--- src/design/mlkcc_pkg.sv ---
`timescale 1ns / 1ps

package mlkcc_pkg;

  // Modulus and compress rounding constants
  localparam int unsigned KyberQ = 3329;
  localparam logic [11:0] QConst = 12'(KyberQ);
  // ceil(2^29 / q): floor(num * RecipM >> 30) == floor(num / 2q) for num < 2^21
  localparam logic [17:0] RecipM = 18'd161271;
  localparam int unsigned RecipShift = 30;

  // Configuration register indexes
  typedef enum logic {
    CFG_DIRECTION = 1'b0,
    CFG_BIT_MODE  = 1'b1
  } cfg_idx_t;

  // Bit-mode codes
  localparam logic [1:0] MODE_D1 = 2'd0;
  localparam logic [1:0] MODE_D4 = 2'd1;
  localparam logic [1:0] MODE_D5 = 2'd2;

  // Bits per coefficient for a mode code; the unused code behaves as 5 bits
  function automatic logic [2:0] bits_of(input logic [1:0] mode);
    logic [2:0] d;
    case (mode)
      MODE_D1: d = 3'd1;
      MODE_D4: d = 3'd4;
      default: d = 3'd5;
    endcase
    return d;
  endfunction

  // Low-d-bit mask
  function automatic logic [4:0] mask_of(input logic [1:0] mode);
    logic [4:0] m;
    case (mode)
      MODE_D1: m = 5'h01;
      MODE_D4: m = 5'h0F;
      default: m = 5'h1F;
    endcase
    return m;
  endfunction

endpackage

--- src/design/mlkem_coeff_compress_pack.sv ---
`timescale 1ns / 1ps

// ML-KEM coefficient codec (q = 3329, 1, 4 or 5 bits per coefficient).
// Input channel: in_valid / in_stall carry one coefficient (compress) or one
// packed byte (decompress) per beat. Output channel: out_valid / out_stall
// carry one result per beat: a packed byte (compress) or a coefficient
// (decompress); out_last marks the final result of an input beat.
// An accepted beat is held in the input register, and its first result is
// registered from there into the output register, which then offers it.
// Compress: one coefficient per cycle while the output is not stalled, and a
// byte emerges every 8 bits' worth. Decompress: one coefficient per cycle out
// of the bit buffer while the output is not stalled; a byte holds the input
// register until the buffer drains below d bits.
// Writing either configuration register drops any pending bits.
// Reset (synchronous, rst_n low) empties both stages and the bit buffer and
// selects compress direction with 4 bits per coefficient.
// A stalled output holds its beat; the input register then holds too and
// in_stall rises, so nothing is lost or repeated.
module mlkem_coeff_compress_pack (
  input  logic        clk,
  input  logic        rst_n,
  input  logic        cfg_we,
  input  logic        cfg_index,
  input  logic [1:0]  cfg_data,
  input  logic        in_valid,
  output logic        in_stall,
  input  logic [11:0] in_coefficient_in,
  input  logic [7:0]  in_byte_in,
  output logic        out_valid,
  input  logic        out_stall,
  output logic [7:0]  out_byte_out,
  output logic        out_byte_valid,
  output logic [11:0] out_coefficient_out,
  output logic        out_coefficient_valid,
  output logic        out_last
);

  logic        direction_r;
  logic [1:0]  bit_mode_r;
  logic [11:0] bit_buffer_r, bit_buffer_nxt;
  logic [3:0]  bit_count_r, bit_count_nxt;

  logic        s1_valid_r;
  logic [11:0] s1_coef_r;
  logic [7:0]  s1_byte_r;

  logic        out_valid_r, out_valid_nxt;
  logic [7:0]  out_byte_r, out_byte_nxt;
  logic        out_bvld_r, out_bvld_nxt;
  logic [11:0] out_coef_r, out_coef_nxt;
  logic        out_cvld_r, out_cvld_nxt;
  logic        out_last_r, out_last_nxt;

  logic [2:0]  d_w;
  logic [3:0]  d4_w;
  logic [4:0]  mask_w;
  logic        adv_w, take_w, drain_w, in_acc_w, emit_w;

  // Compress datapath
  logic [18:0] num_w;
  logic [36:0] prod_w;
  logic [4:0]  cval_w;
  logic [11:0] cbuf_w;
  logic [3:0]  ccnt_w;

  // Decompress datapath
  logic [11:0] src_buf_w;
  logic [3:0]  src_cnt_w;
  logic [4:0]  y_w;
  logic [16:0] dval_w;
  logic [3:0]  dcnt_w;

  assign d_w    = mlkcc_pkg::bits_of(bit_mode_r);
  assign d4_w   = {1'b0, d_w};
  assign mask_w = mlkcc_pkg::mask_of(bit_mode_r);

  // Handshake: output register advances when empty or taken
  assign adv_w    = !out_valid_r || !out_stall;
  assign take_w   = s1_valid_r && adv_w && (!direction_r || (bit_count_r < d4_w));
  assign drain_w  = adv_w && direction_r && (bit_count_r >= d4_w);
  assign in_stall = s1_valid_r && !take_w;
  assign in_acc_w = in_valid && !in_stall;

  // Compress: round(2^d x / q) = floor((2^(d+1) x + q) / 2q), then pack
  always_comb begin
    case (bit_mode_r)
      mlkcc_pkg::MODE_D1: num_w = {5'b0, s1_coef_r, 2'b0};
      mlkcc_pkg::MODE_D4: num_w = {2'b0, s1_coef_r, 5'b0};
      default:            num_w = {1'b0, s1_coef_r, 6'b0};
    endcase
    num_w  = num_w + {7'b0, mlkcc_pkg::QConst};
    prod_w = 37'(num_w) * 37'(mlkcc_pkg::RecipM);
    cval_w = prod_w[mlkcc_pkg::RecipShift +: 5] & mask_w;
    cbuf_w = bit_buffer_r | (12'(cval_w) << bit_count_r);
    ccnt_w = bit_count_r + d4_w;
  end

  // Decompress: merge a new byte or drain the buffer, one value a beat
  always_comb begin
    if (take_w) begin
      src_buf_w = bit_buffer_r | (12'(s1_byte_r) << bit_count_r);
      src_cnt_w = bit_count_r + 4'd8;
    end else begin
      src_buf_w = bit_buffer_r;
      src_cnt_w = bit_count_r;
    end
    y_w    = src_buf_w[4:0] & mask_w;
    dval_w = (17'(y_w) * 17'(mlkcc_pkg::QConst) + (17'd1 << (d_w - 3'd1))) >> d_w;
    dcnt_w = src_cnt_w - d4_w;
  end

  // Next state of the buffer and the output register
  always_comb begin
    bit_buffer_nxt = bit_buffer_r;
    bit_count_nxt  = bit_count_r;
    emit_w         = 1'b0;
    out_byte_nxt   = out_byte_r;
    out_bvld_nxt   = out_bvld_r;
    out_coef_nxt   = out_coef_r;
    out_cvld_nxt   = out_cvld_r;
    out_last_nxt   = out_last_r;
    if (!direction_r) begin
      if (take_w) begin
        out_byte_nxt = cbuf_w[7:0];
        out_bvld_nxt = 1'b1;
        out_coef_nxt = '0;
        out_cvld_nxt = 1'b0;
        out_last_nxt = 1'b1;
        if (ccnt_w >= 4'd8) begin
          emit_w         = 1'b1;
          bit_buffer_nxt = cbuf_w >> 8;
          bit_count_nxt  = ccnt_w - 4'd8;
        end else begin
          bit_buffer_nxt = cbuf_w;
          bit_count_nxt  = ccnt_w;
        end
      end
    end else if (take_w || drain_w) begin
      emit_w         = 1'b1;
      out_byte_nxt   = '0;
      out_bvld_nxt   = 1'b0;
      out_coef_nxt   = dval_w[11:0];
      out_cvld_nxt   = 1'b1;
      out_last_nxt   = dcnt_w < d4_w;
      bit_buffer_nxt = src_buf_w >> d_w;
      bit_count_nxt  = dcnt_w;
    end
    if (adv_w) begin
      out_valid_nxt = emit_w;
    end else begin
      out_valid_nxt = out_valid_r;
    end
  end

  // Control state: configuration, buffer, stage valids
  always_ff @(posedge clk) begin
    if (!rst_n) begin
      direction_r  <= 1'b0;
      bit_mode_r   <= mlkcc_pkg::MODE_D4;
      bit_buffer_r <= '0;
      bit_count_r  <= '0;
      s1_valid_r   <= 1'b0;
      out_valid_r  <= 1'b0;
    end else begin
      if (cfg_we) begin
        case (mlkcc_pkg::cfg_idx_t'(cfg_index))
          mlkcc_pkg::CFG_DIRECTION: direction_r <= cfg_data[0];
          mlkcc_pkg::CFG_BIT_MODE:  bit_mode_r  <= cfg_data;
          default:                  bit_mode_r  <= bit_mode_r;
        endcase
        bit_buffer_r <= '0;
        bit_count_r  <= '0;
      end else begin
        bit_buffer_r <= bit_buffer_nxt;
        bit_count_r  <= bit_count_nxt;
      end
      if (in_acc_w) begin
        s1_valid_r <= 1'b1;
      end else if (take_w) begin
        s1_valid_r <= 1'b0;
      end
      out_valid_r <= out_valid_nxt;
    end
  end

  // Payload registers
  always_ff @(posedge clk) begin
    if (in_acc_w) begin
      s1_coef_r <= in_coefficient_in;
      s1_byte_r <= in_byte_in;
    end
    out_byte_r <= out_byte_nxt;
    out_bvld_r <= out_bvld_nxt;
    out_coef_r <= out_coef_nxt;
    out_cvld_r <= out_cvld_nxt;
    out_last_r <= out_last_nxt;
  end

  assign out_valid             = out_valid_r;
  assign out_byte_out          = out_byte_r;
  assign out_byte_valid        = out_bvld_r;
  assign out_coefficient_out   = out_coef_r;
  assign out_coefficient_valid = out_cvld_r;
  assign out_last              = out_last_r;

endmodule

--- config.mk ---
export PLATFORM = sky130hd
export DESIGN_NAME = mlkem_coeff_compress_pack
export DESIGN_NICKNAME = d
export VERILOG_FILES = /design/src/design/mlkcc_pkg.sv /design/src/design/mlkem_coeff_compress_pack.sv
export SDC_FILE = /design/constraint.sdc
export NUM_CORES = 1
export LEC_CHECK = 0
export ABC_AREA = 1
export BUFFER_PORTS_ARGS = -buffer_cell sky130_fd_sc_hd__buf_2
export CAP_MARGIN = 20
export CORE_ASPECT_RATIO = 0.9
export CORE_MARGIN = 2
export CORE_UTILIZATION = 54
export CTS_BUF_LIST = sky130_fd_sc_hd__clkbuf_4 sky130_fd_sc_hd__clkbuf_8
export DETAILED_ROUTE_END_ITERATION = 8
export PLACE_DENSITY = 0.74
export SLEW_MARGIN = 5
export SYNTH_ARGS = -nofsm -noshare
export SYNTH_HDL_FRONTEND = slang
export SYNTH_SLANG_ARGS = --single-unit
--- constraint.sdc ---
create_clock -name clk -period 8.8 [get_ports clk]
set_input_delay 0.44 -clock clk [delete_from_list [all_inputs] [get_ports clk]]
set_output_delay 0.44 -clock clk [all_outputs]
set_load 0.01 [all_outputs]
==> qor.yml <==
outcome:
  outcome: "finished clean"
final_layout:
  area_growth_pct: 7.38
  diodes: 0
  layout_common_cells: "inv_1 (344), nand2_1 (211), ha_1 (155), fa_1 (131), nor2_1 (72)"
  drive_above_1_share_pct: 8.61
  fin_cells: 1648
  fin_nets: 1702
  layout_commonest_cell: "inv_1"
timing:
  slew_violations: 0
  holdWs_ns: 0.244
  worstMarginPinSlew_ns: 1.00
  fin_setup_tns_ns: 0
  skew_ns: 0.0205
  fmax_ghz: 0.123
  hold_viol_final: 0
  relSlewSlack_pct: 33.0
  final.min_clock_period_ns: 8.14
  rsz0062_at_grt: "no"
  setup_viol: 0
  fin_crit_sh_pct: 92.5
drt:
  ant_nets: 0
  via_count: 8829
  viasPerCell: 5.36
  drt_iter0_drc: 698
  wirelength_um: 27300
  route.detailed.drc: 0
  routedWlPerCell_um: 16.6
  detail_route.first_pass.iterations: 5
yosys:
  yosysUniqueCellTypes: 54
  post-synth-top-area-cell: "fa_1"
  async_flop_share_pct: 0
  synth-seq-cells: 64
  synth_warnings: 0
  synthCells: 1339
  netlist_area_um2: 10800
  synth_ff_type: "edfxtp_1"
  synth_fp_nets: 1653
  synth_top_area_share_pct: 24.2
  syn_area_per_cell_um2: 8.09
  synth-seq-area-share_pct: 15.8
  synth_edf_count: 43
  synth.area.top_cells: "fa_1 (24%), ha_1 (18%), edfxtp_1 (12%)"
setup_path:
  slowest_delay_ns: 0.55
  crit_buf_inv: 12
  crit_slowest_cell: "fa_1"
  path_delay_family: "simple AND/OR/NAND/NOR gates"
  critPathKind: "reg2reg"
  r2r_end: "bit_buffer_r[2]"
  reg2reg_from: "bit_mode_r[1]"
  critPathMaxFanout: 25
  end_kind: "flop"
  crit_required_ns: 9.08
  critPathArrivalTime_ns: 8.42
  r2r_cells: 42
  cpMostUsedCell: "inv_1"
  critPathLaunchType: "flop"
  worstSetupStartpoint: "bit_mode_r[1]"
  r2r_setup_slack_ns: 0.66
grt:
  grtUsageTotal_pct: 26.6
  grt_start_max_net_pins: 48
  grt_remaining_overflow: 0
  antenna_found_initial: 0
  grt_pass1_vias: 8770
  grt_pass1_wl_um: 44900
floorplan:
  die_y_um: 138
  core_area_um2: 19800
  ios: 53
  initial_core_util_pct: 54.7
  rows: 49
  die_w_um: 153
  die_area_um2: 21200
cts:
  cts.htree.levels: 3
  clk_path_buf_depth: 2
  cts-root-buf: "clkbuf_8"
  cts_buffers: 9
  clock-sinks: 64
  cts_setup_buffers: 0
  clkTransAtPathRegs_ns: 0.09
  cts_tree: "done"
  clock_latency_ns: 0.36
worst_hold_path:
  holdPathStages: 1
  worstHoldStart: "in_byte_in[1]"
  min_to: "s1_byte_r[1]"
  hp-class: "in2reg"
flow_run:
  cap_violations: 0
placed_design:
  dp_cells: 1632
  hpwl_um: 23500
  port_buffers: 52
  gp_congestion: 1.03
## synth_stat cells, types with 5 or more instances
library cell	count
xnor2_1	9
nor2_2	6
nor3_1	10
ha_1	155
edfxtp_1	43
nor2_4	5
fa_1	131
xor2_1	21
clkbuf_1	15
nor2_1	74
nand2_1	211
a21oi_1	67
a31oi_1	7
nand4_1	16
a211oi_1	5
o211ai_1	8
o21ai_0	58
nand2_2	7
dfxtp_1	21
inv_1	344
nand3_1	55
o22ai_1	7
## sequential cells by signal, summed over array words and instances (netlist names)
register               cells
s1_coef_r                 12
out_byte_out               8
s1_byte_r                  8
bit_count_r                4
s1_valid_r                 1
bit_buffer_r              12
out_byte_valid             1
out_last                   1
out_valid                  1
out_coefficient_out       12
bit_mode_r                 2
direction_r                1
out_coefficient_valid      1
## worst max path at each step
stage / to / cells after the start / slack [ns]
finish: bit_buffer_r[2] / 42 / 0.66
global route: bit_buffer_r[2] / 41 / 0.02
global placement: out_byte_out[6] / 42 / 0.71
floorplan: bit_buffer_r[6] / 42 / 1.68
detailed placement: bit_buffer_r[6] / 44 / 0.62
CTS: bit_buffer_r[6] / 44 / 0.58
## what timing repair did
| action | in CTS | in global routing |
|---|---|---|
| hold buffers | 0 | 0 |
| resized for setup | 0 | 2 |
| setup endpoints to repair | 0 | 17 |
## cell type report
| class | count | area [um^2] |
|---|---|---|
| fillers | 1786 | 8170 |
| multi-input cells | 901 | 7690 |
| flip-flops and latches | 64 | 1710 |
| inverters | 351 | 1330 |
| repair buffers | 61 | 335 |
| well taps | 255 | 319 |
| clock inverters | 7 | 125 |
| clock buffers | 9 | 124 |
## cell families (layout without fill, tap and decap cells)
logic type	Yosys count	in the layout	share of synthesized area, %
AOI/OAI and AO/OA	179	179	9.54
xor gates and xnor gates	30	30	2.43
DFF	64	64	15.8
adders and majority gates	286	286	42.1
muxes	4	4	0.370
buffers and inverters	374	428	13.3
and+or+nand+nor	402	402	16.5
## through the flow
stage / area, um^2 / util, % / worst slack, ns
after CTS: 11600 / 58.7 / 0.581
after global placement: 11400 / 57.4 / 0.706
after global routing: 11600 / 58.7 / 0.0221
after floorplan: 10800 / - / 1.68
final: 11600 / 58.7 / 0.660
after detailed placement: 11400 / 57.5 / 0.618
## metal layers
metal  track usage, %  part of all wire [%]  up-vias  wire length [um]
li1                 -                     -     4297                 -
met2             37.8                    41      363             11300
met5                0                     0        -                 0
met3             9.18                    11       33              2920
met4             4.24                   1.3        0               368
met1             40.0                    47     4136             12700
Power is not shown: default switching activity piles up to over one toggle a cycle in this logic, so the estimate is an artifact.
